$ cat config.mk
export PLATFORM = sky130hd
export DESIGN_NAME = bf3_queue
export DESIGN_NICKNAME = d
export VERILOG_FILES = /design/src/bf3_pkg.sv /design/src/bf3_queue.sv
export SDC_FILE = /design/constraint.sdc
export NUM_CORES = 1
export LEC_CHECK = 0
export BUFFER_PORTS_ARGS = -buffer_cell sky130_fd_sc_hd__clkbuf_2
export CAP_MARGIN = 10
export CORE_MARGIN = 10
export CORE_UTILIZATION = 30
export DETAILED_ROUTE_END_ITERATION = 8
export HOLD_SLACK_MARGIN = 0.02
export PLACE_DENSITY = 0.54
export RECOVER_POWER = 100
export SLEW_MARGIN = 20
export SYNTH_ARGS = -nofsm -noshare
export SYNTH_HDL_FRONTEND = slang
export SYNTH_SLANG_ARGS = --single-unit
$ cat constraint.sdc
create_clock -name clk_i -period 3.6 [get_ports clk_i]
set_clock_uncertainty 0.05 [all_clocks]
set_input_delay 0.18 -clock clk_i [delete_from_list [all_inputs] [get_ports clk_i]]
set_output_delay 0.18 -clock clk_i [all_outputs]
set_load 0.02 [all_outputs]
$ cat src/bf3_pkg.sv
// package for the 3x3 box filter: widths, register codes, queue entry type
// and the divide-by-nine constants
// no dependencies
package bf3_pkg;

  // line buffer depth and derived widths
  localparam int MAX_WIDTH = 1024;
  localparam int COL_W     = $clog2(MAX_WIDTH);
  localparam int W_W       = $clog2(MAX_WIDTH + 1);

  // field and register widths
  localparam int PIX_W      = 8;
  localparam int WIDTH_CFG_W = 11;
  localparam int HGT_W      = 12;
  localparam int ROW_W      = HGT_W + 1;
  localparam int CFG_DATA_W = 12;
  localparam int MIN_DIM    = 3;

  // reset values of the configuration registers
  localparam logic [WIDTH_CFG_W-1:0] WIDTH_RST  = 11'd640;
  localparam logic [HGT_W-1:0]       HEIGHT_RST = 12'd480;

  // sum of nine pixels and floor(sum / 9) as multiply and shift
  localparam int SUM_W = PIX_W + 4;
  localparam int DIV9_SHIFT = 16;
  localparam int DIV9_MUL_W = 13;
  localparam logic [DIV9_MUL_W-1:0] DIV9_MUL = 13'd7282;
  localparam int PROD_W = SUM_W + DIV9_MUL_W;

  // decoupling queue between front and back
  localparam int QUEUE_DEPTH = 4;
  localparam int QPTR_W      = $clog2(QUEUE_DEPTH);
  localparam int QCNT_W      = $clog2(QUEUE_DEPTH + 1);

  // configuration register indexes
  typedef enum logic {
    REG_IMAGE_WIDTH  = 1'b0,
    REG_IMAGE_HEIGHT = 1'b1
  } cfg_reg_e;

  // classification of one item, decided at the front
  typedef struct packed {
    logic emit;
    logic border;
    logic last;
  } bf3_tag_t;

  // one queue entry
  typedef struct packed {
    logic [PIX_W-1:0] pixel;
    logic [COL_W-1:0] col;
    bf3_tag_t         tag;
  } bf3_item_t;

endpackage

$ cat src/bf3_queue.sv
// short queue of classified items between the front and the back
// depends on bf3_pkg
module bf3_queue import bf3_pkg::*; (
  input  logic      clk_i,
  input  logic      rst_ni,
  input  logic      push_i,
  input  bf3_item_t item_i,
  output logic      full_o,
  input  logic      pop_i,
  output bf3_item_t item_o,
  output logic      empty_o
);

  bf3_item_t         slot_q [QUEUE_DEPTH];
  logic [QPTR_W-1:0] wr_ptr_q, rd_ptr_q;
  logic [QCNT_W-1:0] count_q;

  assign full_o  = (count_q == QCNT_W'(QUEUE_DEPTH));
  assign empty_o = (count_q == '0);
  assign item_o  = slot_q[rd_ptr_q];

  // entry storage
  always_ff @(posedge clk_i) begin
    if (push_i) begin
      slot_q[wr_ptr_q] <= item_i;
    end
  end

  // pointers and fill count
  always_ff @(posedge clk_i or negedge rst_ni) begin
    if (!rst_ni) begin
      wr_ptr_q <= '0;
      rd_ptr_q <= '0;
      count_q  <= '0;
    end else begin
      if (push_i) begin
        wr_ptr_q <= wr_ptr_q + QPTR_W'(1);
      end
      if (pop_i) begin
        rd_ptr_q <= rd_ptr_q + QPTR_W'(1);
      end
      if (push_i && !pop_i) begin
        count_q <= count_q + QCNT_W'(1);
      end else if (pop_i && !push_i) begin
        count_q <= count_q - QCNT_W'(1);
      end
    end
  end

  // fill count stays in range and follows the transfers
  a_count_range: assert property (@(posedge clk_i) disable iff (!rst_ni)
    count_q <= QCNT_W'(QUEUE_DEPTH))
    else $error("queue fill count out of range");

  a_no_pop_empty: assert property (@(posedge clk_i) disable iff (!rst_ni)
    pop_i |-> !empty_o)
    else $error("queue popped while empty");

  a_push_grows: assert property (@(posedge clk_i) disable iff (!rst_ni)
    (push_i && !pop_i) |=> (count_q == $past(count_q) + QCNT_W'(1)))
    else $error("queue fill count did not follow a push");

endmodule

=== Yosys cells after proc, flatten, opt, wreduce, memory -nomap -nowiden ===
Memory sizes are Yosys's and may differ from the RTL's.
Index checks and enable logic that the tools add are counted.

* Add/subtract/negate cells: 4
* Equal/unequal tests: 1
* Multiplexer cells: 4
* Reduce and logical (&&, ||, !) cells: 6

{| class="wikitable"
|+ Operator list
! kind !! count
|-
| $mux W3 || 2
|-
| $add A2 B1 Y2 const B || 2
|-
| $add A3 B1 Y3 const B || 1
|-
| $eq A3 B3 Y1 const B || 1
|-
| $logic_not A3 Y1 || 1
|-
| $sub A3 B1 Y3 const B || 1
|-
| $logic_and A1 B1 Y1 || 2
|-
| $logic_not A1 Y1 || 2
|-
| $mux W1 || 2
|-
| $reduce_bool A2 Y1 || 1
|}

* Register bits after elaboration: 7
* RAM bits: 84
* Input port bits: 25
* Memories: 1

{| class="wikitable"
|+ Memories
! memory !! depth !! bits a word !! rd ports !! clocked after memory_dff !! write ports !! line !! RTL
|-
| slot_q || 4 || 21 || 1 || 0 || 1 || bf3_queue.sv:14 || <nowiki>bf3_item_t slot_q [QUEUE_DEPTH];</nowiki>
|}

=== Logic depth before layout (Yosys ltp) ===
Gate-level depths: netlist of the first run.

* Word-level depth: 4
* Gate-level depth with buffers: 7
* Gate-level depth less buffers: 7

=== Worst setup path before layout of the first run ===
Ideal clock, no wire load.

* Path kind: reg2reg
* From: register wr_ptr_q[0]
* To: memory slot_q[0][0] in the netlist's numbering, enable pin
* Arrival: 1.164 ns
* Required time: 3.171 ns
* Slack: 2.007 ns
* Stages on the path, launching flop included: 4
* Period minus slack after synthesis: 1.593 ns
* Cell sequence: dfrtp_1 inv_1 ha_1 and2_1

{| class="wikitable"
|+ RTL lines
! what !! line !! RTL
|-
| start: declaration || bf3_queue.sv:15 || <nowiki>logic [QPTR_W-1:0] wr_ptr_q, rd_ptr_q;</nowiki>
|-
| start signal: assignment || bf3_queue.sv:37 || <nowiki>wr_ptr_q <= wr_ptr_q + QPTR_W'(1);</nowiki>
|-
| end: declaration || bf3_queue.sv:14 ||
|}

Straight into the memory's write port.

==> impl_metrics.yaml, run 1 <==
cts:
  clk_path_buf_depth: 2
  cts_sinks: 91
  holdBufCountCts: 16
  root_buffer: "clkbuf_16"
  htree_num_levels: 3
  cts_made_buffers: 9
  ctsResizeCount: 0
  clock_latency_ps: 330
  path_clk_slew_ps: 60
  cts_setup_buffers: 0
  tritoncts: "done"
final_layout:
  drive_above_1_share_pct: 17.27
  diodes: 0
  design_area_um2: 4205
  finish.utilization_pct: 36.99
  finalNonFillerCells: 363
  area_growth_syn_to_layout_pct: 21.60
  final_nets: 246
logic_synthesis:
  synth_mux_area_share_pct: 14.33
  ys_types: 19
  synth_top_family_by_area: "multiplexers"
  synthAdderAreaFrac_pct: 2.388
  synth.avg_cell_area_um2: 24.02
  syn-cell-area_um2: 3458
  synth_xor_area_share_pct: 1.520
  syn_inst: 144
  seq_area_frac_synth_pct: 78.00
  syn_nets: 175
  yosys.area_share.simple_pct: 1.411
  ys_warn_count: 0
  synth_compound_gate_area_share_pct: 0.1447
  synth-seq-cells: 91
sta:
  fin_tns_setup_ps: 0
  hold_violations: 0
  layout_worst_path_cycle_share_pct: 67.62
  hold_ws_ps: 43.86
  setup_viol_count_final: 0
  rsz0062_at_grt: "no"
  slew_headroom_pct: -13.01
  fmax_ghz: 0.4108
  min_period_ps: 2434
  drv_slew: 66
  setup_slack_ps: 1166
  tightestPinTransition_ps: 1694
floorplan:
  rows: 39
  die_width_um: 127.4
  coreArea_um2: 11370
  die_h_um: 127.4
  io_pins: 48
  die-area_um2: 16220
  start_util_pct: 30.42
detailed_routing:
  route.detailed.drc: 0
  wl_per_cell_um: 16.92
  wl_um: 6142
  drt_iter0_drc: 154
  ant_nets: 0
  vias: 1567
  vias_per_cell: 4.317
  drt-pass1-iter-count: 4
pwr:
  p_per_area_nw_per_um2: 795.8
  vdd_ir_drop_max_mv: 0.3446
  p_seq_share_pct: 46.2
  clkPwrFrac_pct: 25.6
  p_comb_share_pct: 28.2
  leakage_nw: 1.370
  switching_share_pct: 32.37
  internal_power_mw: 2.263
  netSwitchingPower_mw: 1.083
  fin_total_pwr_mw: 3.347
flow_run:
  maxCapViolations: 3
global_routing:
  grt_pass1_vias: 1738
  antenna_found_initial: 0
  grt_pass1_wl_um: 9687
  gr-usage-all-layers_pct: 7.839
  grt_max_degree: 23
  grt_overflow_total: 0
worst_hold_path:
  hp-class: "input port to flop"
critical_path:
  required_ps: 3370
  start_kind: "flop"
  worstSetupEndpointType: "primary output"
  criticalPathCategory: "flop to primary output"
  cp.arrival_ps: 2200
  worst-path-max-fanout: 14
placement:
  routabilityCongestion: 0.6513
  place_ws_ps: 1430
  dp_hpwl_um: 4070
  placed_cell_area_um2: 3827
  dp.cells: 331
  numPortBuffers: 47
outcome:
  violations: "max-capacitance violations, max-slew violations"
  status: "finished, violations left"
[worst paths after layout]
kind / startpoint / to / slack [ps] / cells after the start
max: rd_ptr_q[0]$_DFFE_PN0P_ / item_o[7] / 1170 / 3
min: pop_i / rd_ptr_q[0]$_DFFE_PN0P_ / 40 / 2
max reg2reg: wr_ptr_q[0]$_DFFE_PN0P_ / slot_q[0][19]$_DFFE_PP_ / 1210 / 3
min reg2reg: count_q[2]$_DFFE_PN0P_ / count_q[2]$_DFFE_PN0P_ / 440 / 1
max in group asynchronous: rst_ni / rd_ptr_q[0]$_DFFE_PN0P_ / 2950 / 2
min in group asynchronous: rst_ni / count_q[1]$_DFFE_PN0P_ / 250 / 2
[sequential cells by signal (all words and copies together), names as in the netlist]
| signal | flops |
|---|---|
| count_q | 3 |
| slot_q | 84 |
| wr_ptr_q | 2 |
| rd_ptr_q | 2 |
[routing by layer]
layer / track usage, % / wire length (um) / vias up / part of all wire [%]
li1: - / - / 730 / -
met1: 9.145 / 2609 / 785 / 42
met2: 12.48 / 3008 / 41 / 49
met3: 2.440 / 377 / 11 / 6.1
met4: 4.622 / 147 / 0 / 2.4
met5: 0 / 0 / - / 0
[cell type report]
cell class,count,area [um^2]
timing repair buffer,65,351.6
clock inverter,6,48.80
sequential,91,2698
fill,1040,7164
inverter,4,15.01
clock buffer,10,229.0
multi-input combinational,44,684.4
tap,143,178.9
[power by group through the flow]
stage / Combinational (mW) / Sequential (mW) / Clock [mW]
floorplan: 0.809 / 1.47 / 0
global placement: 1.00 / 1.57 / 0
global route: 1.04 / 1.58 / 0.928
detailed placement: 1.01 / 1.57 / 0
finish: 0.943 / 1.55 / 0.856
CTS: 1.03 / 1.55 / 0.879
[cell usage after synthesis]
master    instances  share of area, %
edfxtp_1         84                73
mux4_2           18                12
dfrtp_1           7               5.1
ha_1              5               1.8
and2_1            4              0.72
inv_1             4              0.43
xor2_1            4               1.0
mux4_1            3               2.3
buf_12            2               1.2
buf_2             2              0.29
nand2_1           2              0.22
xnor2_1           2              0.51
buf_6             1              0.33
fa_1              1              0.58
mux2_2            1              0.33
nor2_1            1              0.11
nor3_1            1              0.14
nor3b_1           1              0.22
o21ai_0           1              0.14
[worst max-delay path, stage by stage, from the launching register on]
cell and delay, ps:
dfrtp_1 690, buf_4 390, mux4_1 610, clkbuf_1 190
[cell usage in the layout, fill, tap and decap left out, drive strengths merged]
cell	synthesis	layout
edfxtp	84	84
clkbuf	0	58
mux4	21	21
dlygate4sd3	0	16
dfrtp	7	7
inv	4	6
ha	5	5
and2	4	4
xor2	4	4
clkinvlp	0	3
xnor2	2	2
nand2	2	2
nor3	1	1
nor3b	1	1
mux2	1	1
o21ai	1	1
nor2	1	1
fa	1	1
clkinv	0	1
buf	5	1
[cells by family (layout without fill, tap and decap cells)]
| group | count (synthesis) | after routing |
|---|---|---|
| simple gates | 9 | 9 |
| xor+xnor | 6 | 6 |
| flops | 91 | 91 |
| compound gates | 1 | 1 |
| mux | 22 | 22 |
| buf+inv | 9 | 85 |
| fa+ha+maj | 6 | 6 |
No activity file was read; power rests on OpenSTA's default activity.
==> run 2, diff against run 1 <==
Clock period 3.6 ns to 2.25 ns, I/O delays scaled along.
==> run 2 against run 1 <==
The run now ends clean. Die area did not move. Flip-flop and latch count is the same. Worst hold slack worse by 20 ps. Critical endpoint is now item_o[17]. Highest routed layer unchanged.
==> impl_metrics.yaml, run 2 (synthesized netlist as in run 1, its figures left out) <==
floorplan:
  die_width_um: 127.4
  coreArea_um2: 11370
  io_pins: 48
  die-area_um2: 16220
  die_h_um: 127.4
  start_util_pct: 30.42
  rows: 39
pwr:
  clkPwrFrac_pct: 28.9
  netSwitchingPower_mw: 1.735
  p_seq_share_pct: 41.4
  switching_share_pct: 30.31
  p_per_area_nw_per_um2: 1307
  leakage_nw: 1.458
  vdd_ir_drop_max_mv: 0.5592
  internal_power_mw: 3.988
  p_comb_share_pct: 29.7
critical_path:
  cp.depth: 3
  cp_num_buf_inv: 2
  required_ps: 2090
  start_kind: "flop"
  reg2reg_depth: 4
  cp_cell_sequence: "buf_12 > mux4_1 > clkbuf_1"
  crit_family: "multiplexers"
  worstSetupEndpointType: "primary output"
  cp.arrival_ps: 1710
  worst-path-max-fanout: 19
  criticalPathCategory: "flop to primary output"
  critPathSlowestCell: "mux4_1"
  cpPeakStageDelay_ps: 590
final_layout:
  final_nets: 261
  finish.utilization_pct: 38.53
  reg.largest.list: "slot_q x84, count_q x3"
  largest-register: "slot_q"
  drive_above_1_share_pct: 17.09
  largest_register_ffs: 84
  final_common_cell: "edfxtp_1"
  seqCellArea_um2: 2698
  multi_input_area_um2: 684.4
  area_growth_syn_to_layout_pct: 26.66
  final_cell_mix: "84 x edfxtp_1, 49 x clkbuf_1, 23 x dlygate4sd3_1"
  nFillCells: 1034
  diodes: 0
sta:
  slew_headroom_pct: 49.62
  tightestPinTransition_ps: 755.7
  drv_slew: 0
  hold_violations: 0
  min_period_ps: 1871
  fin_tns_setup_ps: 0
  fmax_ghz: 0.5345
  rsz0062_at_grt: "no"
  setup_viol_count_final: 0
  layout_worst_path_cycle_share_pct: 83.15
cts:
  cts_made_buffers: 9
  clock_latency_ps: 330
  path_clk_slew_ps: 60
  clk_path_buf_depth: 2
  tritoncts: "done"
  root_buffer: "clkbuf_16"
  htree_num_levels: 3
  cts_sinks: 91
global_routing:
  gr-usage-all-layers_pct: 8.378
  grt_pass1_vias: 1877
  antenna_found_initial: 0
  grt_pass1_wl_um: 10370
  grt_overflow_total: 0
  grt_max_degree: 20
detailed_routing:
  vias: 1668
  route.detailed.drc: 0
  drt_iter0_drc: 107
  ant_nets: 0
  wl_um: 6670
  vias_per_cell: 4.424
  drt-pass1-iter-count: 3
  wl_per_cell_um: 17.69
outcome:
  status: "complete, no violations"
worst_hold_path:
  hp-class: "input port to flop"
  hold_depth: 2
placement:
  numPortBuffers: 47
  dp_hpwl_um: 4545
  routabilityCongestion: 0.6393
flow_run:
  maxCapViolations: 0
[run 2: worst paths after layout]
path,start,to,slack [ps]
max in group asynchronous,rst_ni,rd_ptr_q[0]$_DFFE_PN0P_,1670
setup / recovery,rd_ptr_q[0]$_DFFE_PN0P_,item_o[17],380
hold / removal,push_i,wr_ptr_q[0]$_DFFE_PN0P_,20
hold reg to reg,count_q[2]$_DFFE_PN0P_,count_q[2]$_DFFE_PN0P_,440
setup reg to reg,wr_ptr_q[0]$_DFFE_PN0P_,slot_q[0][0]$_DFFE_PP_,440
min in group asynchronous,rst_ni,count_q[2]$_DFFE_PN0P_,180
[run 2: layout make-up]
| class | count | share of cell area (%) |
|---|---|---|
| sequential | 91 | 61.58 |
| inverter | 4 | 0.3428 |
| clock inverter | 6 | 2.399 |
| timing repair buffer | 80 | 10.83 |
| tap | 143 | 4.085 |
| multi-input combinational | 44 | 15.62 |
| clock buffer | 9 | 5.141 |
[run 2: what timing repair did]
item | CTS | global route
gates resized for setup | 0 | 0
endpoints found under the hold margin | 92 | 0
setup buffers | 0 | 0
hold buffers | 23 | 0
[run 2: routing by layer]
layer | GRT usage, % | vias up | part of all wire [%]
met2 | 13.75 | 35 | 50
met1 | 9.751 | 866 | 43
met5 | 0 | - | 0
met3 | 2.895 | 6 | 5.2
li1 | - | 761 | -
met4 | 3.617 | 0 | 1.5
[run 2: power groups by stage]
stage	logic, mW	registers [mW]	clock network [mW]
6_report	1.70	2.37	1.65
3_3_place_gp	1.81	2.39	0
2_1_floorplan	1.29	2.35	0
3_5_place_dp	1.82	2.41	0
5_1_grt	1.86	2.41	1.76
4_1_cts	1.86	2.37	1.68
[run 2: stage by stage]
step | total power [mW] | std cells | area, um^2 | worst slack (ps) | hold slack (ps)
after floorplan | 3.646 | 144 | 3458 | 656.7 | -233.1
final | 5.723 | 377 | 4380 | 379.2 | 24.10
after detailed placement | 4.223 | 339 | 3899 | 717.6 | -82.85
after global placement | 4.206 | 339 | 3899 | 717.5 | -79.22
after CTS | 5.915 | 377 | 4459 | 348.4 | 20.99
after global routing | 6.025 | 377 | 4380 | 275.6 | 42.74
==> run 3, diff against run 2 <==
Clock period 2.25 ns to 1.93 ns, I/O delays scaled along.
==> run 3 against run 2 <==
Final cell count grew 0.27%. Total power up 18%. Critical endpoint unchanged. Critical path depth stayed put. Highest routed layer unchanged. Largest power group unchanged. Worst setup slack worse by 300 ps. Combinational power rose by 21%. Global-route usage is 0.16 points lower.
==> impl_metrics.yaml, run 3 (synthesized netlist as in run 1, its figures left out) <==
sta:
  drv_slew: 0
  fmax_ghz: 0.5408
  layout_worst_path_cycle_share_pct: 95.81
  setup_viol_count_final: 0
  min_period_ps: 1849
  rsz0062_at_grt: "yes"
  hold_violations: 0
  slew_headroom_pct: 55.55
  tightestPinTransition_ps: 666.7
critical_path:
  worst-path-max-fanout: 12
  criticalPathCategory: "flop to primary output"
  cp.arrival_ps: 1700
  r2r-start: "wr_ptr_q[0]$_DFFE_PN0P_"
  reg2reg_depth: 4
  worstSetupEndpointType: "primary output"
  rrSetupSlack_ps: 200
  required_ps: 1780
  r2r_end: "slot_q[0][6]$_DFFE_PP_"
  start_kind: "flop"
detailed_routing:
  route.detailed.drc: 0
  ant_nets: 0
  vias: 1672
  wl_um: 6411
  drt_iter0_drc: 124
  wl_per_cell_um: 16.96
  vias_per_cell: 4.423
  drt-pass1-iter-count: 4
floorplan:
  coreArea_um2: 11370
  io_pins: 48
  rows: 39
  die_width_um: 127.4
  die-area_um2: 16220
  start_util_pct: 30.42
  die_h_um: 127.4
placement:
  dp_hpwl_um: 4333
  numPortBuffers: 47
  routabilityCongestion: 0.6473
  placed_cell_area_um2: 3879
cts:
  htree_num_levels: 3
  clk_path_buf_depth: 2
  tritoncts: "done"
  clock_latency_ps: 330
  cts_made_buffers: 9
  path_clk_slew_ps: 60
  cts_sinks: 91
  cts_setup_buffers: 0
  root_buffer: "clkbuf_16"
final_layout:
  final_nets: 261
  reg.largest.list: "slot_q x84, count_q x3"
  multi_input_area_um2: 684.4
  final_cell_mix: "84 x edfxtp_1, 28 x clkbuf_1, 26 x clkbuf_2"
  nFillCells: 1060
  drive_above_1_share_pct: 26.38
  finish.utilization_pct: 38.77
  seqCellArea_um2: 2698
  diodes: 0
  final_common_cell: "edfxtp_1"
  largest-register: "slot_q"
  design_area_um2: 4408
  largest_register_ffs: 84
  area_growth_syn_to_layout_pct: 27.46
pwr:
  leakage_nw: 1.527
  p_per_area_nw_per_um2: 1527
  fin_total_pwr_mw: 6.729
  vdd_ir_drop_max_mv: 0.6582
global_routing:
  grt_pass1_wl_um: 10230
  grt_max_degree: 22
  grt_pass1_vias: 1872
  grt_overflow_total: 0
  antenna_found_initial: 0
  gr-usage-all-layers_pct: 8.220
outcome:
  status: "complete, no violations"
worst_hold_path:
  hp-class: "input port to async pin"
flow_run:
  maxCapViolations: 0
[run 3: worst max-delay path, cell delays in order (launching register included)]
cell      delay, ps
dfrtp_1         340
buf_4           260
mux4_1          590
clkbuf_2        180
[run 3: worst max-delay path by stage]
stage | startpoint | endpoint
6_report | rd_ptr_q[0]$_DFFE_PN0P_ | item_o[17]
3_5_place_dp | rd_ptr_q[0]$_DFFE_PN0P_ | item_o[16]
3_3_place_gp | rd_ptr_q[0]$_DFFE_PN0P_ | item_o[16]
4_1_cts | rd_ptr_q[0]$_DFFE_PN0P_ | item_o[16]
2_1_floorplan | wr_ptr_q[0]$_DFFE_PN0P_ | slot_q[0][0]$_DFFE_PP_
5_1_grt | rd_ptr_q[0]$_DFFE_PN0P_ | item_o[16]
[run 3: per-layer routing]
layer	part of all wire [%]	vias to the layer above	wire, um	global-route usage, %
met1	46	862	2946	10.27
li1	-	762	-	-
met3	5.3	10	338	2.192
met2	46	38	2975	12.39
met4	2.3	0	150	5.224
met5	0	-	0	0
[run 3: through the flow]
step / worst slack (ps) / std cells / hold WS [ps] / setup TNS [ps]
after floorplan: 336.7 / 144 / -249.1 / 0
after global placement: 405.5 / 338 / -89.06 / 0
after detailed placement: 405.8 / 338 / -92.94 / 0
after CTS: 37.26 / 378 / 85.45 / 0
after global routing: -35.81 / 378 / 222.1 / -117.3
final: 80.82 / 378 / 163.0 / 0
[run 3: cell type report]
class                           count  area share [%]
Clock buffer                       11           5.280
Clock inverter                      5           2.299
Inverter                            4          0.3406
Multi-Input combinational cell     44           15.53
Sequential cell                    91           61.20
Tap cell                          143           4.059
Timing Repair Buffer               80           11.30
[run 3: power breakdown]
group / leakage, nW / internal (mW) / switching (mW)
clock network: 0.157 / 1.26 / 0.669
registers: 0.854 / 2.61 / 0.134
logic: 0.516 / 0.853 / 1.21
total: 1.53 / 4.72 / 2.01
[run 3: repair_timing]
item,CTS,global route
gates resized for setup,0,0
hold endpoints to repair,94,0
hold buffers,24,0
setup endpoints to repair,0,7
