--- config.mk ---
export PLATFORM = sky130hd
export DESIGN_NAME = bf3_front
export DESIGN_NICKNAME = d
export VERILOG_FILES = /design/src/bf3_pkg.sv /design/src/bf3_front.sv
export SDC_FILE = /design/constraint.sdc
export NUM_CORES = 1
export LEC_CHECK = 0
export BUFFER_PORTS_ARGS = -buffer_cell sky130_fd_sc_hd__buf_2
export CORE_UTILIZATION = 50
export DETAILED_ROUTE_END_ITERATION = 10
export MAX_ROUTING_LAYER = met4
export PLACE_DENSITY = 0.67
export SLEW_MARGIN = 20
export SYNTH_ARGS = -nofsm -noshare
export SYNTH_HDL_FRONTEND = slang
export SYNTH_SLANG_ARGS = --single-unit
--- constraint.sdc ---
create_clock -name clk_i -period 10.75 [get_ports clk_i]
set_input_delay 1.075 -clock clk_i [delete_from_list [all_inputs] [get_ports clk_i]]
set_output_delay 1.075 -clock clk_i [all_outputs]
set_load 0.1 [all_outputs]
--- src/bf3_pkg.sv ---
// package for the 3x3 box filter: widths, register codes, queue entry type
// and the divide-by-nine constants
// no dependencies
package bf3_pkg;

  // line buffer depth and derived widths
  localparam int MAX_WIDTH = 1024;
  localparam int COL_W     = $clog2(MAX_WIDTH);
  localparam int W_W       = $clog2(MAX_WIDTH + 1);

  // field and register widths
  localparam int PIX_W      = 8;
  localparam int WIDTH_CFG_W = 11;
  localparam int HGT_W      = 12;
  localparam int ROW_W      = HGT_W + 1;
  localparam int CFG_DATA_W = 12;
  localparam int MIN_DIM    = 3;

  // reset values of the configuration registers
  localparam logic [WIDTH_CFG_W-1:0] WIDTH_RST  = 11'd640;
  localparam logic [HGT_W-1:0]       HEIGHT_RST = 12'd480;

  // sum of nine pixels and floor(sum / 9) as multiply and shift
  localparam int SUM_W = PIX_W + 4;
  localparam int DIV9_SHIFT = 16;
  localparam int DIV9_MUL_W = 13;
  localparam logic [DIV9_MUL_W-1:0] DIV9_MUL = 13'd7282;
  localparam int PROD_W = SUM_W + DIV9_MUL_W;

  // decoupling queue between front and back
  localparam int QUEUE_DEPTH = 4;
  localparam int QPTR_W      = $clog2(QUEUE_DEPTH);
  localparam int QCNT_W      = $clog2(QUEUE_DEPTH + 1);

  // configuration register indexes
  typedef enum logic {
    REG_IMAGE_WIDTH  = 1'b0,
    REG_IMAGE_HEIGHT = 1'b1
  } cfg_reg_e;

  // classification of one item, decided at the front
  typedef struct packed {
    logic emit;
    logic border;
    logic last;
  } bf3_tag_t;

  // one queue entry
  typedef struct packed {
    logic [PIX_W-1:0] pixel;
    logic [COL_W-1:0] col;
    bf3_tag_t         tag;
  } bf3_item_t;

endpackage

--- src/bf3_front.sv ---
// front part of the 3x3 box filter: configuration registers, input and
// output position counters, classification of each accepted item
// depends on bf3_pkg
module bf3_front import bf3_pkg::*; (
  input  logic                  clk_i,
  input  logic                  rst_ni,
  input  logic                  cfg_we_i,
  input  logic                  cfg_idx_i,
  input  logic [CFG_DATA_W-1:0] cfg_data_i,
  input  logic                  in_valid_i,
  output logic                  in_stall_o,
  input  logic [PIX_W-1:0]      pixel_in_i,
  input  logic                  is_padding_i,
  input  logic                  queue_full_i,
  output logic                  push_o,
  output bf3_item_t             item_o
);

  logic [WIDTH_CFG_W-1:0] width_q;
  logic [HGT_W-1:0]       height_q;
  logic [W_W-1:0]         w_use;
  logic [HGT_W-1:0]       h_use;
  logic [COL_W-1:0]       in_col_q, in_col_d;
  logic [ROW_W-1:0]       in_row_q, in_row_d;
  logic [COL_W-1:0]       out_col_q, out_col_d;
  logic [HGT_W-1:0]       out_row_q, out_row_d;
  logic [W_W-1:0]         in_col_inc;
  logic [W_W-1:0]         out_col_inc;
  logic                   accept;
  logic                   restart;
  bf3_tag_t               tag;

  // clamp the registers to the supported range
  always_comb begin
    if (width_q < WIDTH_CFG_W'(MIN_DIM)) begin
      w_use = W_W'(MIN_DIM);
    end else if (32'(width_q) > MAX_WIDTH) begin
      w_use = W_W'(MAX_WIDTH);
    end else begin
      w_use = W_W'(width_q);
    end
    if (height_q < HGT_W'(MIN_DIM)) begin
      h_use = HGT_W'(MIN_DIM);
    end else begin
      h_use = height_q;
    end
  end

  // handshake
  assign in_stall_o = queue_full_i;
  assign accept     = in_valid_i && !queue_full_i;

  // classification by position
  always_comb begin
    tag.emit   = (in_row_q >= ROW_W'(2)) || ((in_row_q == ROW_W'(1)) && (in_col_q != '0));
    tag.border = (out_row_q == '0) || (out_row_q >= h_use - HGT_W'(1)) ||
                 (out_col_q == '0) || (W_W'(out_col_q) >= w_use - W_W'(1));
    tag.last   = (out_row_q == h_use - HGT_W'(1)) && (W_W'(out_col_q) == w_use - W_W'(1));
  end

  assign push_o       = accept;
  assign item_o.pixel = is_padding_i ? '0 : pixel_in_i;
  assign item_o.col   = in_col_q;
  assign item_o.tag   = tag;

  // next positions
  always_comb begin
    in_col_inc  = W_W'(in_col_q) + W_W'(1);
    out_col_inc = W_W'(out_col_q) + W_W'(1);
    restart     = in_row_q >= (ROW_W'(h_use) + ROW_W'(1));
    in_col_d  = in_col_q;
    in_row_d  = in_row_q;
    out_col_d = out_col_q;
    out_row_d = out_row_q;
    if (tag.emit) begin
      if (out_col_inc >= w_use) begin
        out_col_d = '0;
        out_row_d = out_row_q + HGT_W'(1);
      end else begin
        out_col_d = COL_W'(out_col_inc);
      end
    end
    if (in_col_inc >= w_use) begin
      in_col_d = '0;
      in_row_d = in_row_q + ROW_W'(1);
    end else begin
      in_col_d = COL_W'(in_col_inc);
    end
    if (restart) begin
      in_col_d  = '0;
      in_row_d  = '0;
      out_col_d = '0;
      out_row_d = '0;
    end
  end

  // configuration registers and counters; a register write restarts the frame
  always_ff @(posedge clk_i or negedge rst_ni) begin
    if (!rst_ni) begin
      width_q   <= WIDTH_RST;
      height_q  <= HEIGHT_RST;
      in_col_q  <= '0;
      in_row_q  <= '0;
      out_col_q <= '0;
      out_row_q <= '0;
    end else if (cfg_we_i) begin
      unique case (cfg_reg_e'(cfg_idx_i))
        REG_IMAGE_WIDTH:  width_q  <= cfg_data_i[WIDTH_CFG_W-1:0];
        REG_IMAGE_HEIGHT: height_q <= cfg_data_i[HGT_W-1:0];
        default: ;
      endcase
      in_col_q  <= '0;
      in_row_q  <= '0;
      out_col_q <= '0;
      out_row_q <= '0;
    end else if (accept) begin
      in_col_q  <= in_col_d;
      in_row_q  <= in_row_d;
      out_col_q <= out_col_d;
      out_row_q <= out_row_d;
    end
  end

endmodule

* Yosys cells after proc, flatten, opt, wreduce, memory -nomap -nowiden
Cells that the tools add are included.
** Cells by class
- Add/subtract/negate cells :: 7
- Order comparisons :: 9
- Equal/unequal tests :: 3
- Muxes and demuxes :: 22
- Bitwise logic cells :: 1
- Reduce and logical (&&, ||, !) cells :: 20
** Operators by type and width (number)
- $mux 10 :: 9
- $mux 12 :: 6
- $mux 13 :: 4
- $add 10x1->11 const B :: 2
- $ge 11x11->1 :: 2
- $mux 11 :: 2
- $add 12x1->13 const B :: 1
- $add 13x1->13 const B :: 1
- $eq 13x1->1 const B :: 1
- $ge 13x13->1 :: 1
- $ge 13x2->1 const B :: 1
- $add 12x1->12 const B :: 1
- $eq 12x12->1 :: 1
- $ge 12x12->1 :: 1
- $logic_not 12->1 :: 1
- $lt 12x2->1 const B :: 1
- $sub 12x1->12 const B :: 1
- $eq 10x11->1 :: 1
- $ge 10x11->1 :: 1
- $gt 11x11->1 const B :: 1
- $lt 11x2->1 const B :: 1
- $sub 11x1->11 const B :: 1
- $logic_not 10->1 :: 1
- $reduce_bool 10->1 :: 1
- 9 further kinds :: 19
** Storage, ports and cells
- Flip-flop bits (word level) :: 68
- Bits of input ports :: 27
- Word-level logic and storage cells :: 68

* Logic depth before layout (Yosys ltp)
Gate-level depths: netlist of the first run.
- Depth after elaboration :: 9
- Gate-level depth with buffers :: 18
- Depth with buffers taken out :: 15

* Least setup slack after synthesis of the first run
Ideal clock, no wire load.
- Path kind :: register -> output
- From :: register width_q[6]
- To :: output port item_o[1] (netlist name)
- Arrival time :: 4.044 ns
- Setup slack :: 5.631 ns
- Cell stages (with the launch flop) :: 16
- Cell sequence :: dfrtp_1 or4_1 nor4_1 nor2_1 nor2_1 inv_1 ha_1 nor2b_1 a31oi_1 o21ai_0 ha_1 a21o_1 a21oi_1 o211ai_1 o211ai_1 nand4_1
** RTL lines
- start: declaration :: line bf3_front.sv:19 : logic [WIDTH_CFG_W-1:0] width_q;
- start signal: assignment :: line bf3_front.sv:108 : REG_IMAGE_WIDTH: width_q <= cfg_data_i[WIDTH_CFG_W-1:0];
- end: declaration :: line bf3_front.sv:16 : output bf3_item_t item_o

==> reports/results.tsv, run 1 <==
stage	metric	value	unit
cts	Root Driver	clkbuf_16	
sta	fin crit period	5530	ps
logic_synthesis	warnings from Yosys	0	
floorplan	die area	11800	µm²
worst_setup_path	CP endpoint kind	primary output	
cts	CTS tree	done	
logic_synthesis	Synth top area share	27.2	%
routing	Routed Antenna Nets	0	
flow_run	max_cap viols	0	
power_and_ir_drop	power density over the cells	131	nW/µm²
cts	post_cts resized	0	
logic_synthesis	synth top area cells	dfrtp_1 (27%), ha_1 (15%), mux2_2 (4.5%)	
status	status	completed	
routing	via count	5029	
floorplan	Die H	109	µm
logic_synthesis	post-synthesis adder-cell area fraction	15.2	%
power_and_ir_drop	maximum vdd drop	0.0000804	V
logic_synthesis	Post-synth EDFFs	0	
worst_setup_path	Cell Chain, Critical Path	or4_1, nor4_1, nor2_1, nor2_1, inv_1, ha_1, nor2b_1, a31oi_1, o21ai_0, ha_1, a21o_1, a21oi_1, o211ai_1, o211ai_1, nand4_1, buf_2	
grt	initial antenna violation count	0	
cts	H-tree levels	3	
sta	highest clock rate	0.181	GHz
routing	vias per cell	6.15	
finish	share of layout cells above drive strength 1	15.6	%
min_path	Hold Crit Class	register to register	
floorplan	Die X	109	µm
cts	Worst-Skew Late Latency	340	ps
finish	Final nets	769	
worst_setup_path	worst setup path category	register to primary output	
grt	grt ovf	0	
sta	number of setup violations in the final report	0	
routing	final WL	14.7	mm
placed_design	number of port buffers	49	
worst_setup_path	CP max FO	6	
grt	first-pass GRT wire length	23.6	mm
power_and_ir_drop	P_leak	2.90	nW
finish	# diodes	0	
routing	Iter 0 DRT Violations	313	
logic_synthesis	Cells after Synth	639	
logic_synthesis	Simple-Gate Fraction of Synth Area	22.3	%
worst_setup_path	Worst Path Required	9680	ps
cts	Clk pin slew, worst setup/hold paths	60	ps
floorplan	FP Rows	38	
worst_setup_path	max incr delay on CP	600	ps
sta	crit share post-route	51.4	%
logic_synthesis	syn_nets	735	
logic_synthesis	post-synthesis compound-gate area fraction	16.8	%
worst_setup_path	WP buf/inv	2	
cts	clock sink count	68	
logic_synthesis	Synth Cell Area	5690	µm²
routing	first drt pass iteration count	5	
power_and_ir_drop	total power	0.823	mW
placed_design	hpwl dp	10.9	mm
sta	setup TNS	0	ps
finish	P&R area growth vs syn	9.93	%
routing	Avg WL per Cell	17.9	µm
logic_synthesis	post-synthesis mux area share	5.08	%
sta	slew at the pin closest to its max-slew limit	919	ps
sta	Final Max Slew Viols	0	
logic_synthesis	Seq/Total Area, Yosys	30.0	%
sta	Rel. slew slack	38.6	%
sta	Clock Skew	9.52	ps
finish	most frequent cells in the layout	ha_1 (69), dfrtp_1 (62), nand2_1 (56), buf_2 (49), nor2_1 (45)	
worst_setup_path	startpoint types	register	
grt	Total GRT Usage	27.0	%
sta	Hold Fails Final Rpt	0	
logic_synthesis	Synth Area per Inst	8.91	µm²
placed_design	GPL Wtd Cong	0.907	
placed_design	Post-Place Cells	802	
worst_setup_path	Worst EP arrival	4450	ps
cts	Num CTS Buffers	9	
sta	RSZ-0062 raised after global routing	false	
floorplan	I/O pin count	50	
cts	cts hold-fix bufs	0	
logic_synthesis	Yosys top cell by area	dfrtp_1	
floorplan	core area	11000	µm²
cts	Max clock buf depth	2	
grt	vias in the first global route	4679	
cts	Post-CTS Repair Setup Buffers	0	
logic_synthesis	Async SR Flop Fraction	100	%
worst_setup_path	Critical-path top delay cell	or4_1	
grt	largest net degree at the start of global routing	69	
routing	DRC viols	0	
logic_synthesis	synthesized flop and latch total	68	
worst_setup_path	CP delay by family, top	simple AND/OR/NAND/NOR gates	
finish	commonest non-fill, non-tap cell in the layout	ha_1	
logic_synthesis	main flop type after synthesis	dfrtp_1	
logic_synthesis	Unique masters post-synth	56	
logic_synthesis	XOR/XNOR Fraction of Synth Area	6.00	%
finish	Layout Cells excl Fill	818	
floorplan	initial core utilization	51.8	%
logic_synthesis	largest family of logic cells by synthesized area	simple AND/OR/NAND/NOR gates	
-- logic make-up (layout without fill, tap and decap cells) --
group / Yosys count / in the layout
flops: 68 / 68
fa+ha+maj: 69 / 69
simple gates: 247 / 247
compound gates: 137 / 137
buf+inv: 53 / 92
mux: 26 / 26
xor+xnor: 39 / 39
-- sequential cells by signal, indices dropped and copies added (netlist names) --
register	count
in_row_q	13
height_q	12
out_row_q	12
width_q	11
in_col_q	10
out_col_q	10
-- cell type report --
| class | instances | area, µm² |
|---|---|---|
| clock buffers | 11 | 243 |
| clock inverters | 5 | 52.6 |
| fillers | 985 | 4720 |
| inverters | 24 | 90.1 |
| multi-input cells | 518 | 3720 |
| flip-flops and latches | 68 | 1710 |
| well taps | 140 | 175 |
| repair buffers | 52 | 268 |
-- path summary, 6_finish.rpt --
check,to,from,cells past startpoint,slack [ps]
setup / recovery,item_o[1],width_q[6]$_DFFE_PN0P_,16,5220
hold / removal,height_q[1]$_DFFE_PN0P_,height_q[1]$_DFFE_PN0P_,1,530
setup reg to reg,in_col_q[2]$_DFFE_PN0P_,height_q[4]$_DFFE_PN0P_,14,6390
hold reg to reg,height_q[1]$_DFFE_PN0P_,height_q[1]$_DFFE_PN0P_,1,530
max in group asynchronous,width_q[5]$_DFFE_PN0P_,rst_ni,2,9220
min in group asynchronous,in_row_q[5]$_DFFE_PN0P_,rst_ni,2,940
-- synth_stat cells (all sizes together), types with 19 or more instances --
| master | number |
|---|---|
| ha | 69 |
| dfrtp | 62 |
| nand2 | 56 |
| nor2 | 45 |
| o21ai | 35 |
| nand3 | 32 |
| a21oi | 24 |
| inv | 24 |
| clkbuf | 23 |
| mux2 | 23 |
| nor2b | 20 |
| xnor2 | 20 |
| xor2 | 19 |
-- report_power, final --
part / total (mW) / internal, mW / switching (mW)
logic: 0.216 / 0.0776 / 0.139
clock network: 0.302 / 0.185 / 0.117
registers: 0.305 / 0.274 / 0.0307
total: 0.823 / 0.536 / 0.287
-- worst register-to-register path, stage by stage (launching register included) --
cell and delay (ps):
dfrtp_1 460, or4_1 610, nor4_1 210, nor2_1 150, inv_1 80, ha_1 220, nand3_1 160, xor2_1 190
ha_1 330, nand4_1 150, nor2_1 140, a21oi_1 130, o211ai_1 740, nor2_1 340, a22o_1 330
-- routing by layer --
metal	global-route usage [%]	routed length, µm	up-vias
met4	11.1	371	0
met3	3.77	699	26
met1	33.8	6500	2429
met2	43.9	7090	137
li1	-	-	2437
met5	-	0	-
-- metrics by stage --
stage | instance area, µm² | utilization, % | hold slack (ps) | setup WS [ps]
detailed placement | 5960 | 54.3 | 520 | 5600
global route | 6260 | 57.0 | 540 | 4950
floorplan | 5690 | - | 479 | 5630
global placement | 5960 | 54.3 | 506 | 5700
CTS | 6260 | 57.0 | 533 | 5240
finish | 6260 | 57.0 | 534 | 5220
No activity file was read; power rests on OpenSTA's default activity.
==> run 2, diff against run 1 <==
- ABC_AREA: not set -> 1
- PLACE_DENSITY: 0.67 -> 0.69
- clock period: 10.75 -> 4.5 ns (I/O delays scaled with it)
==> reports/results.tsv, run 2 <==
stage	metric	value	unit
sta	crit share post-route	92.7	%
floorplan	Die H	112	µm
logic_synthesis	most common cell in the netlist	nand2_1	
floorplan	initial core utilization	52.2	%
worst_setup_path	reg2reg end	in_row_q[8]$_DFFE_PN0P_	
routing	via count	5542	
power_and_ir_drop	maximum vdd drop	0.000278	V
power_and_ir_drop	total power	2.72	mW
placed_design	Post-Place Cells	1009	
grt	largest net degree at the start of global routing	49	
floorplan	die area	12600	µm²
logic_synthesis	synth top area cells	dfrtp_1 (25%), ha_1 (14%), nand2_1 (12%)	
finish	most flop-heavy register	in_row_q	
finish	commonest non-fill, non-tap cell in the layout	nand2_1	
finish	Final nets	973	
sta	RSZ-0062 raised after global routing	false	
grt	first-pass GRT wire length	25.9	mm
floorplan	Die X	112	µm
cts	Clk pin slew, worst setup/hold paths	60	ps
placed_design	hpwl dp	11.5	mm
sta	Hold Fails Final Rpt	0	
finish	# diodes	0	
worst_setup_path	Worst Reg2Reg Path Length in Cells	21	
placed_design	Placement Setup Slack	524	ps
routing	DRC viols	5	
logic_synthesis	Post-synth EDFFs	0	
worst_setup_path	Worst EP arrival	3720	ps
sta	highest clock rate	0.240	GHz
sta	hold_ws	55.7	ps
sta	setup TNS	0	ps
grt	grt ovf	0	
finish	P&R area growth vs syn	9.68	%
routing	Avg WL per Cell	14.7	µm
worst_setup_path	R2R Setup Slk	480	ps
cts	H-tree levels	3	
sta	Clock Skew	8.56	ps
worst_setup_path	max incr delay on CP	540	ps
routing	final WL	15.0	mm
worst_setup_path	worst setup path category	register to primary output	
min_path	Hold Crit Class	primary input to async pin	
cts	Worst-Skew Late Latency	350	ps
sta	slew at the pin closest to its max-slew limit	697	ps
floorplan	I/O pin count	50	
power_and_ir_drop	P_leak	3.39	nW
worst_setup_path	Cell Chain, Critical Path	inv_1, nand3_1, nor2_1, nand3_2, nand2_1, inv_1, ha_1, nand2_1, nor2_1, inv_1, nor2_1, nand2_1, xnor2_1, inv_1, ha_1, nand4_1, nor4_2, nor2_1, nand3_1, nor2_1, nand3_1, buf_4	
cts	CTS tree	done	
finish	most frequent cells in the layout	nand2_1 (200), inv_1 (94), nor2_1 (79), ha_1 (69), dfrtp_1 (62)	
placed_design	number of port buffers	49	
logic_synthesis	Synth Area per Inst	7.26	µm²
logic_synthesis	Seq/Total Area, Yosys	28.1	%
sta	Final Max Slew Viols	0	
logic_synthesis	warnings from Yosys	0	
status	violated checks	design-rule violations	
placed_design	GPL Wtd Cong	0.917	
routing	Routed Antenna Nets	0	
cts	clock sink count	68	
worst_setup_path	CP max FO	5	
routing	first drt pass iteration count	8	
worst_setup_path	Critical-path top delay cell	dfstp_2	
worst_setup_path	Critical R2R Launch	height_q[9]$_DFFE_PN0P_	
logic_synthesis	synthesized flop and latch total	68	
power_and_ir_drop	power density over the cells	408	nW/µm²
logic_synthesis	Yosys top cell by area	dfrtp_1	
routing	Iter 0 DRT Violations	289	
worst_setup_path	startpoint types	register	
cts	Num CTS Buffers	9	
finish	post-layout util	57.2	%
finish	final instance area	6680	µm²
finish	Largest register FFs	13	
cts	Max clock buf depth	2	
worst_setup_path	Worst Path Required	4050	ps
logic_synthesis	Commonest cells post-synth	nand2_1 (200), inv_1 (94), nor2_1 (79)	
logic_synthesis	Synth Cell Area	6090	µm²
logic_synthesis	Synth top area share	25.5	%
finish	FILL cells	1120	
placed_design	Area after DPL	6380	µm²
logic_synthesis	Cells after Synth	838	
worst_setup_path	CP dominant cell by count	nor2_1	
logic_synthesis	syn_nets	934	
grt	initial antenna violation count	0	
logic_synthesis	Unique masters post-synth	45	
cts	cts hold-fix bufs	0	
finish	share of layout cells above drive strength 1	13.3	%
routing	vias per cell	5.41	
finish	register area	1710	µm²
status	status	complete, but fails checks	
sta	number of setup violations in the final report	0	
floorplan	FP Rows	39	
flow_run	max_cap viols	0	
sta	Rel. slew slack	53.0	%
finish	multi-input logic area	3860	µm²
grt	vias in the first global route	5518	
finish	biggest regs	in_row_q x13, height_q x12, out_row_q x12	
floorplan	core area	11700	µm²
finish	Layout Cells excl Fill	1025	
grt	Total GRT Usage	26.7	%
logic_synthesis	Async SR Flop Fraction	100	%
cts	Root Driver	clkbuf_16	
sta	final worst setup slack	327	ps
logic_synthesis	main flop type after synthesis	dfrtp_1	
worst_setup_path	CP endpoint kind	primary output	
sta	fin crit period	4170	ps
==> run 2: layer usage <==
metal / wire (µm) / track usage, % / up-vias
li1: - / - / 2839
met1: 6680 / 31.1 / 2576
met2: 7580 / 46.7 / 102
met3: 430 / 3.62 / 25
met4: 351 / 10.1 / 0
met5: 0 / - / -
==> run 2: where the power goes <==
| part | switching, mW | total, mW | leakage [nW] | internal [mW] |
|---|---|---|---|---|
| logic | 0.828 | 1.20 | 2.36 | 0.376 |
| registers | 0.137 | 0.835 | 0.890 | 0.699 |
| clock network | 0.267 | 0.684 | 0.140 | 0.418 |
==> run 2: kinds of logic after synthesis <==
| family | share of synthesized area, % |
|---|---|
| compound gates | 9.07 |
| flops | 28.1 |
| xor+xnor | 7.92 |
| simple gates | 32.0 |
| fa+ha+maj | 14.2 |
| buf+inv | 8.59 |
| mux | 0.185 |
==> run 2: worst max-delay path by stage <==
stage	depth (start not counted)	start	end
floorplan	20	height_q[7]$_DFFE_PN1P_	item_o[0]
global placement	22	height_q[7]$_DFFE_PN1P_	item_o[1]
detailed placement	22	height_q[8]$_DFFE_PN1P_	item_o[1]
CTS	22	height_q[8]$_DFFE_PN1P_	item_o[1]
global route	22	height_q[8]$_DFFE_PN1P_	item_o[1]
finish	22	height_q[8]$_DFFE_PN1P_	item_o[1]
==> run 2: area by class of cell <==
type,count,share of cell area (%)
inverter,103,5.79
clock inverter,1,0.0750
sequential,68,25.6
clock buffer,15,4.16
multi-input combinational,645,57.8
timing repair buffer,50,3.86
tap,143,2.68
==> run 2: worst max-delay path: cells and delay by family, from the launching register on <==
family,cells,cell delay [ps]
xor gates and xnor gates,1,130
adders and majority gates,2,530
and+or+nand+nor,14,1500
buffers and inverters,5,670
DFF,1,540
==> run 2: what timing repair did <==
| action | CTS | global route |
|---|---|---|
| buffers inserted | 0 | 0 |
| gates resized for setup | 0 | 4 |
| setup endpoints to repair | 0 | 2 |
==> run 3, diff against run 2 <==
- CELL_PAD_IN_SITES_DETAIL_PLACEMENT: not set -> 0
- CELL_PAD_IN_SITES_GLOBAL_PLACEMENT: not set -> 2
- CORE_UTILIZATION: 50 -> 32
- PLACE_DENSITY: 0.69 -> 0.76
==> reports/results.tsv, run 3 (synthesized netlist as in run 2, its figures left out) <==
stage	metric	value	unit
routing	Iter 0 DRT Violations	265	
floorplan	Die X	140	µm
finish	most frequent cells in the layout	nand2_1 (200), inv_1 (94), nor2_1 (78), ha_1 (69), dfrtp_1 (62)	
cts	Num CTS Buffers	9	
cts	Root Driver	clkbuf_16	
placed_design	number of port buffers	49	
cts	CTS tree	done	
finish	Final nets	975	
finish	# diodes	0	
sta	setup TNS	0	ps
routing	Avg WL per Cell	14.7	µm
cts	Worst-Skew Late Latency	340	ps
power_and_ir_drop	P_leak	3.41	nW
routing	Routed Antenna Nets	0	
flow_run	max_cap viols	0	
worst_setup_path	CP endpoint kind	primary output	
sta	slew at the pin closest to its max-slew limit	933	ps
sta	crit share post-route	89.3	%
cts	cts hold-fix bufs	0	
worst_setup_path	Worst Reg2Reg Path Length in Cells	21	
finish	final instance area	6830	µm²
cts	H-tree levels	3	
cts	Max clock buf depth	2	
floorplan	die area	19600	µm²
grt	vias in the first global route	5012	
routing	final WL	16.4	mm
finish	share of layout cells above drive strength 1	13.5	%
sta	Final Max Slew Viols	0	
grt	largest net degree at the start of global routing	69	
floorplan	initial core utilization	32.6	%
status	status	completed	
sta	highest clock rate	0.249	GHz
grt	grt ovf	0	
floorplan	core area	18600	µm²
grt	first-pass GRT wire length	27.1	mm
placed_design	Post-Place Cells	1102	
routing	via count	5326	
worst_setup_path	Worst Path Required	4050	ps
worst_setup_path	Critical R2R Launch	height_q[9]$_DFFE_PN0P_	
power_and_ir_drop	total power	2.78	mW
sta	Hold Fails Final Rpt	0	
worst_setup_path	Setup crit end	item_o[1]	
routing	vias per cell	4.77	
cts	clock sink count	68	
placed_design	GPL Wtd Cong	0.795	
finish	Layout Cells excl Fill	1117	
placed_design	hpwl dp	12.7	mm
routing	first drt pass iteration count	4	
worst_setup_path	startpoint types	register	
placed_design	Area after DPL	6510	µm²
grt	initial antenna violation count	0	
sta	fin crit period	4020	ps
sta	Clock Skew	6.40	ps
finish	most flop-heavy register	in_row_q	
floorplan	I/O pin count	50	
cts	Clk pin slew, worst setup/hold paths	60	ps
routing	DRC viols	0	
finish	commonest non-fill, non-tap cell in the layout	nand2_1	
min_path	Hold Crit Class	primary input to async pin	
worst_setup_path	CP max FO	7	
worst_setup_path	R2R Setup Slk	780	ps
floorplan	FP Rows	50	
finish	P&R area growth vs syn	12.3	%
sta	RSZ-0062 raised after global routing	false	
worst_setup_path	worst setup path category	register to primary output	
power_and_ir_drop	maximum vdd drop	0.000206	V
sta	Rel. slew slack	37.8	%
power_and_ir_drop	power density over the cells	407	nW/µm²
worst_setup_path	Worst EP arrival	3570	ps
worst_setup_path	CP Launch Point	height_q[7]$_DFFE_PN1P_	
floorplan	Die H	140	µm
finish	biggest regs	in_row_q x13, height_q x12, out_row_q x12	
grt	Total GRT Usage	18.2	%
finish	Largest register FFs	13	
sta	number of setup violations in the final report	0	
worst_setup_path	reg2reg end	in_row_q[6]$_DFFE_PN0P_	
## run 3: changes by cell type in the layout (fill, tap and decap cells not counted), sizes merged
cell | before | now
clkbuf | 16 | 13
buf | 49 | 52
bufinv | 0 | 1
## run 3: cell type report
| cell class | count | area, µm² |
|---|---|---|
| fill | 2024 | 11800 |
| multi-input combinational | 645 | 3870 |
| sequential | 68 | 1710 |
| inverter | 103 | 387 |
| tap | 234 | 293 |
| timing repair buffer | 52 | 287 |
| clock buffer | 13 | 250 |
| clock inverter | 2 | 35.0 |
## run 3: timing repair
action / in CTS / in global routing
resized for setup: 0 / 10
setup buffers: 0 / 0
setup endpoints to repair: 0 / 2
hold endpoints to repair: 0 / 0
## run 3: critical path, stage by stage (launching register included)
cell and delay, ps:
dfstp_2 610, nor2_1 70, nand2_1 60, nor2_1 50, nand3_2 70, nand2_1 120
inv_1 130, ha_1 200, nand2_1 90, nor2_2 110, inv_1 80, nor2_1 130
nand2_1 80, xnor2_1 130, inv_1 60, ha_1 310, nand4_1 180, nor4_4 210
nor2_1 70, nand3_1 90, nor2_1 60, nand3_1 120, buf_8 210
## run 3: layer usage
layer / up-vias / share of wire, % / track usage [%] / wire, µm
li1: 2835 / - / - / -
met1: 2428 / 49 / 24.4 / 8110
met2: 46 / 47 / 28.3 / 7730
met3: 17 / 1.8 / 1.98 / 298
met4: 0 / 1.6 / 6.42 / 264
met5: - / 0 / - / 0
## run 3: worst min path at each step
stage / to / slack (ps)
3_5_place_dp: width_q[9]$_DFFE_PN1P_ / 480
3_3_place_gp: width_q[9]$_DFFE_PN1P_ / 480
4_1_cts: in_col_q[4]$_DFFE_PN0P_ / 310
6_report: in_col_q[4]$_DFFE_PN0P_ / 250
2_1_floorplan: height_q[0]$_DFFE_PN0P_ / 150
5_1_grt: in_col_q[4]$_DFFE_PN0P_ / 350
## run 3: through the flow
stage	setup slack (ps)	hold slack [ps]	utilization, %
after floorplan	185	154	-
after detailed placement	453	481	34.9
final	479	245	36.6
after global placement	529	482	34.9
after CTS	75.2	307	36.5
after global routing	4.40	348	36.6
## run 3: report_power, final
group          switching, mW  internal, mW  leakage, nW  total (mW)
Combinational          0.835         0.394         2.38        1.23
Clock                  0.267         0.441        0.140       0.708
Sequential             0.142         0.698        0.890       0.841
